$ cat src/rtl/core/ghs_pkg.sv
// Shared constants, codes and controller/datapath bundles for the histogram smoother.
package ghs_pkg;

  localparam int NUM_BINS      = 256;
  localparam int BIN_BITS      = 8;
  localparam int WIN_BITS      = 8;
  localparam int COUNT_BITS    = 32;
  localparam int TOTAL_BITS    = 32;
  localparam int FRACTION_BITS = 24;
  localparam int FRAC_W        = FRACTION_BITS + 1;
  localparam int SMOOTH_SHIFT  = 8;
  localparam int RUN_BITS      = COUNT_BITS + BIN_BITS;
  localparam int SM_BITS       = RUN_BITS + SMOOTH_SHIFT;
  localparam int PRE_BITS      = SM_BITS + BIN_BITS;
  localparam int STEP_BITS     = $clog2(SM_BITS + 1);

  localparam logic [COUNT_BITS-1:0] COUNT_MAX = {COUNT_BITS{1'b1}};
  localparam logic [TOTAL_BITS-1:0] TOTAL_MAX = {TOTAL_BITS{1'b1}};
  localparam logic [FRAC_W-1:0]     FRAC_ONE  = {1'b1, {FRACTION_BITS{1'b0}}};

  typedef enum logic [1:0] {
    OP_ADD    = 2'd0,
    OP_FINISH = 2'd1,
    OP_READ   = 2'd2,
    OP_CLEAR  = 2'd3
  } op_t;

  typedef enum logic [1:0] {
    ST_OK    = 2'd0,
    ST_EMPTY = 2'd1,
    ST_STALE = 2'd2
  } status_t;

  localparam logic RK_FINISH = 1'b0;
  localparam logic RK_READ   = 1'b1;

  typedef struct packed {
    logic accept;
    logic add_wr;
    logic cnt_rd_loop;
    logic run_wr;
    logic loop_clr;
    logic loop_inc;
    logic run_rd_hi;
    logic run_rd_lo;
    logic cap_hi;
    logic div_sm;
    logic div_bin;
    logic div_cum;
    logic cap_bin;
    logic cap_cum;
    logic sm_wr;
    logic resp_read;
    logic resp_finish;
  } ghs_cmd_t;

  typedef struct packed {
    logic tables_ok;
    logic div_done;
    logic loop_last;
    logic out_busy;
  } ghs_sts_t;

endpackage

$ cat src/rtl/core/ghs_ctrl.sv
// Controller state machine sequencing adds, clears, reads and the finish passes.
module ghs_ctrl (
  input  logic              clk,
  input  logic              rst_n,
  input  logic              in_valid,
  input  ghs_pkg::op_t      in_op,
  output logic              in_ready,
  input  ghs_pkg::ghs_sts_t sts,
  output ghs_pkg::ghs_cmd_t cmd
);
  import ghs_pkg::*;

  typedef enum logic [3:0] {
    S_IDLE, S_ADD_WR, S_RD_CHK, S_RD_BIN, S_RD_CUM, S_RD_RESP,
    S_RUN_RD, S_RUN_WR, S_SM_RDH, S_SM_RDL, S_SM_DIV, S_SM_WAIT, S_FIN_RESP
  } state_t;

  state_t state_r, state_nxt;

  assign in_ready = (state_r == S_IDLE);

  always_comb begin
    state_nxt = state_r;
    cmd       = '0;
    case (state_r)
      S_IDLE: begin
        if (in_valid) begin
          cmd.accept = 1'b1;
          case (in_op)
            OP_ADD:    state_nxt = S_ADD_WR;
            OP_FINISH: state_nxt = S_RUN_RD;
            OP_READ:   state_nxt = S_RD_CHK;
            default:   state_nxt = S_IDLE;
          endcase
        end
      end
      S_ADD_WR: begin
        cmd.add_wr = 1'b1;
        state_nxt  = S_IDLE;
      end
      S_RD_CHK: begin
        if (sts.tables_ok) begin
          cmd.div_bin = 1'b1;
          state_nxt   = S_RD_BIN;
        end else begin
          state_nxt = S_RD_RESP;
        end
      end
      S_RD_BIN: begin
        if (sts.div_done) begin
          cmd.cap_bin = 1'b1;
          cmd.div_cum = 1'b1;
          state_nxt   = S_RD_CUM;
        end
      end
      S_RD_CUM: begin
        if (sts.div_done) begin
          cmd.cap_cum = 1'b1;
          state_nxt   = S_RD_RESP;
        end
      end
      S_RD_RESP: begin
        if (!sts.out_busy) begin
          cmd.resp_read = 1'b1;
          state_nxt     = S_IDLE;
        end
      end
      S_RUN_RD: begin
        cmd.cnt_rd_loop = 1'b1;
        state_nxt       = S_RUN_WR;
      end
      S_RUN_WR: begin
        cmd.run_wr = 1'b1;
        if (sts.loop_last) begin
          cmd.loop_clr = 1'b1;
          state_nxt    = S_SM_RDH;
        end else begin
          cmd.loop_inc = 1'b1;
          state_nxt    = S_RUN_RD;
        end
      end
      S_SM_RDH: begin
        cmd.run_rd_hi = 1'b1;
        state_nxt     = S_SM_RDL;
      end
      S_SM_RDL: begin
        cmd.cap_hi    = 1'b1;
        cmd.run_rd_lo = 1'b1;
        state_nxt     = S_SM_DIV;
      end
      S_SM_DIV: begin
        cmd.div_sm = 1'b1;
        state_nxt  = S_SM_WAIT;
      end
      S_SM_WAIT: begin
        if (sts.div_done) begin
          cmd.sm_wr = 1'b1;
          if (sts.loop_last) begin
            state_nxt = S_FIN_RESP;
          end else begin
            cmd.loop_inc = 1'b1;
            state_nxt    = S_SM_RDH;
          end
        end
      end
      S_FIN_RESP: begin
        if (!sts.out_busy) begin
          cmd.resp_finish = 1'b1;
          state_nxt       = S_IDLE;
        end
      end
      default: state_nxt = S_IDLE;
    endcase
  end

  always_ff @(posedge clk) begin
    if (!rst_n) begin
      state_r <= S_IDLE;
    end else begin
      state_r <= state_nxt;
    end
  end

endmodule

$ cat config.mk
export PLATFORM = sky130hd
export DESIGN_NAME = ghs_ctrl
export DESIGN_NICKNAME = d
export VERILOG_FILES = /design/src/rtl/core/ghs_pkg.sv /design/src/rtl/core/ghs_ctrl.sv
export SDC_FILE = /design/constraint.sdc
export NUM_CORES = 1
export LEC_CHECK = 0
export BUFFER_PORTS_ARGS = -buffer_cell sky130_fd_sc_hd__buf_2
export CAP_MARGIN = 10
export CORE_AREA = 2 2 39 41
export DETAILED_ROUTE_END_ITERATION = 10
export DIE_AREA = 0 0 41 43
export GPL_TIMING_DRIVEN = 0
export PLACE_DENSITY = 0.76
export SYNTH_ARGS = -nofsm -noshare
export SYNTH_HDL_FRONTEND = slang
export SYNTH_SLANG_ARGS = --single-unit
$ cat constraint.sdc
create_clock -name clk -period 3.3 [get_ports clk]
set_input_delay 0.33 -clock clk [delete_from_list [all_inputs] [get_ports clk]]
set_output_delay 0.33 -clock clk [all_outputs]
set_load 0.01 [all_outputs]
-- After elaboration in Yosys (flattened, before gate mapping)
Index checks and enable logic that the tools add are counted.
- bits in registers: 4
- output and inout bits: 18
- input port bits: 9
- logic and storage cells: 56
- reductions and logical operators: 4
- multiplexer cells: 32
- equality and inequality tests: 19
- operators with widths (cell ; count):
    $pmux 4 s11 ; 1
    $mux 4 ; 6
    $eq 4x4->1 const B ; 5
    $mux 1 ; 17
    $eq 4x3->1 const B ; 4
    $ne 2x2->1 const B ; 5
    $pmux 3 s3 ; 1
    $eq 4x2->1 const B ; 2
    $mux 2 ; 4
    $mux 3 ; 2
    $reduce_and 5->1 ; 1
    $eq 4x1->1 const B ; 1
    $logic_not 4->1 ; 1
    $eq 2x1->1 const B ; 1
    $eq 2x2->1 const B ; 1
    $logic_not 2->1 ; 1
    $pmux 1 s2 ; 1
    $reduce_or 2->1 ; 1

-- Depth between registers and ports, before layout
Gate-level depths: netlist of the first run.
- word-level depth: 4
- depth in mapped cells: 6
- mapped depth without buffers: 6

-- Least setup slack after synthesis of the first run
OpenSTA, ideal clock, no wires.
- path type: reg-to-output
- start point: register state_r[0]
- end point: output port cmd[5] in the netlist's numbering
- data arrival time: 1.475 ns
- cell stages (with the launch flop): 6
- slack: 1.495 ns
- cells stage by stage: dfxtp_1 buf_2 clkbuf_1 nand3_1 nor3_1 buf_4
- RTL lines (item ; line ; RTL):
    start, declared ; ghs_ctrl.sv:18 ; state_t state_r, state_nxt;
    start signal, assigned ; ghs_ctrl.sv:120 ; state_r <= state_nxt;
    end, declared ; ghs_ctrl.sv:9 ; output ghs_pkg::ghs_cmd_t cmd

==> results of run 1 <==
per-stage QoR:
stage	utilization	std cells	hold slack (ns)
2_1_floorplan	-	77	0.447
3_3_place_gp	0.505	119	0.602
3_5_place_dp	0.505	119	0.600
4_1_cts	0.521	122	0.357
5_1_grt	0.521	122	0.363
6_report	0.521	122	0.361
layer usage:
metal	part of all wire	global-route usage
met1	0.43	0.266
met2	0.50	0.266
met3	0.074	0.0576
met4	0	0.0400
met5	0	0
power by group through the flow:
stage / sequential [uW] / combinational (uW) / clock [uW]
3_3_place_gp: 84.9 / 348 / 0
6_report: 84.8 / 356 / 59.4
4_1_cts: 84.3 / 352 / 62.3
2_1_floorplan: 81.0 / 270 / 0
5_1_grt: 88.6 / 392 / 65.7
3_5_place_dp: 85.1 / 351 / 0
Yosys cell counts, types with 2 or more instances:
master	n
and2_1	2
nand2b_1	3
o21ai_0	3
buf_4	2
ha_1	2
clkbuf_1	3
dfxtp_1	4
nand3b_1	3
buf_2	2
nor4_1	3
nor2_1	8
a21oi_1	3
or4_1	2
nor3_1	4
a211oi_1	2
nand2_1	4
nand3_1	2
o21a_1	2
inv_1	6
layout make-up:
class	count	share of cell area
Buffer	9	0.0712
Clock buffer	3	0.0313
Inverter	6	0.0313
Multi-Input combinational cell	58	0.547
Sequential cell	4	0.111
Tap cell	16	0.0278
Timing Repair Buffer	26	0.181
worst max-delay path, cell delays in order (launching register included):
cell	delay (ns)
dfxtp_1	0.40
buf_2	0.23
clkbuf_1	0.35
nand3_1	0.16
nor3_1	0.20
buf_4	0.14
buf_2	0.11
logic make-up (layout without fill, tap and decap cells):
family / count (synthesis) / in the layout / synth area share
AO/OA/AOI/OAI: 18 / 18 / 0.256
XOR/XNOR: 1 / 1 / 0.0297
adder cells (fa/ha/maj): 2 / 2 / 0.0457
buffers and inverters: 15 / 44 / 0.135
flip-flops: 4 / 4 / 0.146
AND/OR/NAND/NOR: 37 / 37 / 0.388
worst paths after layout:
path	startpoint	endpoint	slack, ns
setup / recovery	state_r[0]	cmd[5]	1.14
hold / removal	rst_n	state_r[3]	0.36
setup reg to reg	state_r[2]	state_r[2]	1.59
hold reg to reg	state_r[3]	state_r[0]	0.77
==> results.md, run 1 <==
- Most frequent cells in the layout: buf_2 (28), nor2_1 (8), inv_1 (6)
- Final wirelength: 1440 um
- Pre-CTS setup slack: 1.41 ns
- Final setup viols: 0
- Clk_skew: 0.00227 ns
- Clock root buffer master: clkbuf_4
- Top_reg_cell synth: dfxtp_1
- Worst-case clock buffer depth: 2
- I/O pin count: 27
- Cells after Synth: 77
- Register area share after synthesis: 0.146
- Minimum clock period: 2.16 ns
- Share of the synthesized area in the top cell type: 0.146
- Die ar.: 1760 um^2
- Most flops, register: state_r
- Max VDD drop: 298 uV
- Filler Cell Count: 144
- DRC viols: 0
- Net Count, Synth: 88
- Diode count: 0
- Pin count of the biggest net entering global routing: 11
- Leakage power figure: 0.000356 uW
- Tot GR Track Use: 0.186
- Clock Power Share: 0.119
- Post-Syn Area per Cell: 7.12 um^2
- Core area: 1380 um^2
- Clock transition at path regs: 0.04 ns
- Psw: 240 uW
- Critical path type: flip-flop to output pin
- Largest area contributor in the netlist: dfxtp_1
- Routability cong.: 0.907
- Max reg flops: 4
- Post-DRT Antenna Nets: 0
- Postcts setup bufs: 0
- Status: completed
- DP HPWL: 1120 um
- Final instance area: 721 um^2
- Grt ovf: 0
- Crit end category: output pin
- Synth cell types: 36
- Synth Register Bits: 4
- RSZ-0062 raised after global routing: no
- CTS tree: done
- Peak fanout along the critical path: 10
- Area of the multi-input gates: 394 um^2
- Die X: 41 um
- R2R depth: 4
- Initial detailed-routing violation count: 23
- PD cells: 695 nW/um^2
- Worst skew pair latency: 0.23 ns
- Vias in the first global route: 566
- Syn-to-layout area delta: 31.5%
- Sequential power share: 0.169
- Worst setup SP type: flip-flop
- Asr flop ratio synth: 0
- Worst path arrival time: 1.83 ns
- Row Count: 14
- Layout cells sized above 1: 0.368
- Final hold violations: 0
- Initial core utilization: 0.396
- Setup Total Neg Slack: 0 ns
- Routed len/inst: 11.8 um
- Vias: 672
- Top cells by area, synth: dfxtp_1 (15%), nor2_1 (5.5%), ha_1 (4.6%)
- Syn. warnings: 0
- Regs by FF count: state_r (4)
- Placed Instance Area: 698 um^2
- Slew at the pin closest to its max-slew limit: 0.468 ns
- FF+latch area: 80.1 um^2
- P_int: 260 uW
- Post-CTS Hold Fix Bufs: 0
- Worst hold path class: input port to flip-flop
- Post-synth EDFFs: 0
- Final worst path period share: 0.654
- DRT Pass-1 Iters: 4
- Gate power share: 0.712
- Sink Count: 4
- Total power: 501 uW
- Worst EP required: 2.97 ns
- Hold depth: 2
- Die Ht: 43 um
- Pins Over Slew Limit: 0
- Post-synth design cell area: 548 um^2
- Final nets: 119
- Clock buffer count from CTS: 3
- Vias per cell: 5.51
- CTS H-tree lvls: 1
- Initial antenna violation count: 0
- Total of max-cap violations: 0
- Final worst-path setup slack: 1.14 ns
- Commonest non-fill, non-tap cell in the layout: buf_2
- Global-route wire length before repair: 2310 um
- CTS-repair resized insts: 0
- Sw Ratio: 0.480
- IO Port Bufs: 26
- Max Fclk: 463 MHz
- Worst relative slew slack: 0.680
Power figures use the tool's default switching activity.
==> inputs of run 2 (changes only) <==
--- a/config.mk
+++ b/config.mk
@@ -7,11 +7,11 @@
 export LEC_CHECK = 0
 export BUFFER_PORTS_ARGS = -buffer_cell sky130_fd_sc_hd__buf_2
 export CAP_MARGIN = 10
-export CORE_AREA = 2 2 39 41
+export CORE_MARGIN = 2
+export CORE_UTILIZATION = 39
 export DETAILED_ROUTE_END_ITERATION = 10
-export DIE_AREA = 0 0 41 43
 export GPL_TIMING_DRIVEN = 0
-export PLACE_DENSITY = 0.76
+export PLACE_DENSITY = 0.75
 export SYNTH_ARGS = -nofsm -noshare
 export SYNTH_HDL_FRONTEND = slang
 export SYNTH_SLANG_ARGS = --single-unit
==> constraint.sdc (replaced) <==
create_clock -name clk -period 1.85 [get_ports clk]
set_input_delay 0.185 -clock clk [delete_from_list [all_inputs] [get_ports clk]]
set_output_delay 0.185 -clock clk [all_outputs]
set_load 0.01 [all_outputs]
==> results.md, run 2 (same netlist as run 1, synthesis figures left out) <==
- Post-DRT Antenna Nets: 0 (unchanged)
- Initial detailed-routing violation count: 26 (was 23)
- Worst path arrival time: 1.53 ns (was 1.83 ns)
- Total of max-cap violations: 0 (unchanged)
- Vias in the first global route: 542 (was 566)
- Area of the multi-input gates: 399 um^2 (was 394 um^2)
- Clock transition at path regs: 0.04 ns (about the same)
- Crit end category: output pin (unchanged)
- Placed Instance Area: 697 um^2 (was 698 um^2)
- Layout cells sized above 1: 0.413 (was 0.368)
- Most flops, register: state_r (unchanged)
- Slew at the pin closest to its max-slew limit: 0.414 ns (was 0.468 ns)
- Grt ovf: 0 (unchanged)
- Max Fclk: 584 MHz
- FF+latch area: 81.3 um^2 (was 80.1 um^2)
- Worst-case clock buffer depth: 2 (unchanged)
- Max VDD drop: 518 uV (was 298 uV)
- Final wirelength: 1410 um (was 1440 um)
- DP Cell Count: 118 (was 119)
- Die ar.: 1720 um^2 (was 1760 um^2)
- Tot GR Track Use: 0.171 (was 0.186)
- Worst skew pair latency: 0.24 ns (was 0.23 ns)
- Clock root buffer master: clkbuf_4 (unchanged)
- Clk_skew: 0.00136 ns (was 0.00227 ns)
- Leakage power figure: 0.000365 uW (was 0.000356 uW)
- Pins Over Slew Limit: 0 (unchanged)
- CTS tree: done (unchanged)
- Sink Count: 4 (unchanged)
- Final hold violations: 0 (unchanged)
- RSZ-0062 raised after global routing: no (unchanged)
- Final worst path period share: 0.925
- Minimum clock period: 1.71 ns
- Final worst-path setup slack: 0.138 ns (was 1.14 ns)
- Critical path type: flip-flop to output pin (unchanged)
- Pre-CTS setup slack: 0.0366 ns (was 1.41 ns)
- Final std cells w/o fill: 119 (was 122)
- CTS H-tree lvls: 1 (unchanged)
- IO Port Bufs: 26 (unchanged)
- Postcts setup bufs: 0 (unchanged)
- Final instance area: 726 um^2 (was 721 um^2)
- Global-route wire length before repair: 2360 um (was 2310 um)
- Setup Total Neg Slack: 0 ns (unchanged)
- Worst setup SP type: flip-flop (unchanged)
- DRC viols: 0 (unchanged)
- PD cells: 1260 nW/um^2 (was 695 nW/um^2)
- Final Core Density: 0.558 (was 0.521)
- Max reg flops: 4 (unchanged)
- Diode count: 0 (unchanged)
- Status: completed (unchanged)
- Filler Cell Count: 127 (was 144)
- Routability cong.: 0.842 (was 0.907)
- Routed len/inst: 11.9 um (was 11.8 um)
- I/O pin count: 27 (unchanged)
- Final setup viols: 0 (unchanged)
- Row Count: 13 (was 14)
- Pin count of the biggest net entering global routing: 19 (was 11)
- Die X: 41.5 um (was 41 um)
- DP HPWL: 1100 um (was 1120 um)
- Final nets: 117 (was 119)
- Commonest non-fill, non-tap cell in the layout: buf_2 (unchanged)
- Worst relative slew slack: 0.717 (was 0.680)
- Die Ht: 41.5 um (was 43 um)
- Worst EP required: 1.66 ns (was 2.97 ns)
- Initial core utilization: 0.421 (was 0.396)
- Peak fanout along the critical path: 10 (unchanged)
- Most frequent cells in the layout: buf_2 (27), nor2_1 (8), inv_1 (6) (was buf_2 (28), nor2_1 (8), inv_1 (6))
- Clock buffer count from CTS: 3 (unchanged)
- DRT Pass-1 Iters: 4 (unchanged)
- Vias per cell: 5.56 (was 5.51)
- Worst hold path class: input port to flip-flop (unchanged)
- Syn-to-layout area delta: 32.4% (was 31.5%)
- Vias: 662 (was 672)
- Initial antenna violation count: 0 (unchanged)
- Regs by FF count: state_r (4) (unchanged)
- Core area: 1300 um^2 (was 1380 um^2)
-- run 2: cell types whose count changed in the layout (fill, tap and decap cells not counted), sizes merged --
cell | previous run | this run
buf | 32 | 31
clkbuf | 6 | 5
-- run 2: path summary, 6_finish.rpt --
check,start,to,slack (ns),cells after the start
max reg2reg,state_r[1],state_r[0],0.24,5
min,rst_n,state_r[2],0.22,2
min reg2reg,state_r[3],state_r[1],0.73,3
max,state_r[2],cmd[9],0.14,6
-- run 2: layer usage --
metal | vias up | wire length, um | GRT usage
li1 | 329 | - | -
met1 | 304 | 653 | 0.240
met2 | 29 | 677 | 0.250
met3 | 0 | 80 | 0.0435
met4 | 0 | 0 | 0.0581
met5 | - | 0 | 0
-- run 2: per-stage QoR --
step	hold slack, ns	power (uW)
after floorplan	0.302	626
after global placement	0.468	776
after detailed placement	0.465	784
after CTS	0.217	909
after global routing	0.215	989
final	0.220	914
-- run 2: what timing repair did --
item,in CTS,in global routing
endpoints found under the setup margin,11,4
hold buffers,0,0
gates resized for setup,4,2
-- run 2: final cells by class --
cell class                 count  share of cell area
tap                           15              0.0259
timing repair buffer          26               0.179
inverter                       6              0.0310
sequential                     4               0.112
buffer                         7              0.0707
clock buffer                   3              0.0310
multi-input combinational     58               0.550
-- run 2: critical path, cell delays in order, from the launching register on --
cell      delay (ns)
dfxtp_1         0.41
clkbuf_2        0.27
inv_1           0.13
nand2_1         0.14
nor2_1          0.07
buf_4           0.12
buf_2           0.13
-- run 2: where the power goes --
| part | switching [uW] | total [uW] | internal [uW] |
|---|---|---|---|
| logic | 363 | 648 | 286 |
| clock network | 38.1 | 111 | 72.7 |
| registers | 35.0 | 155 | 120 |
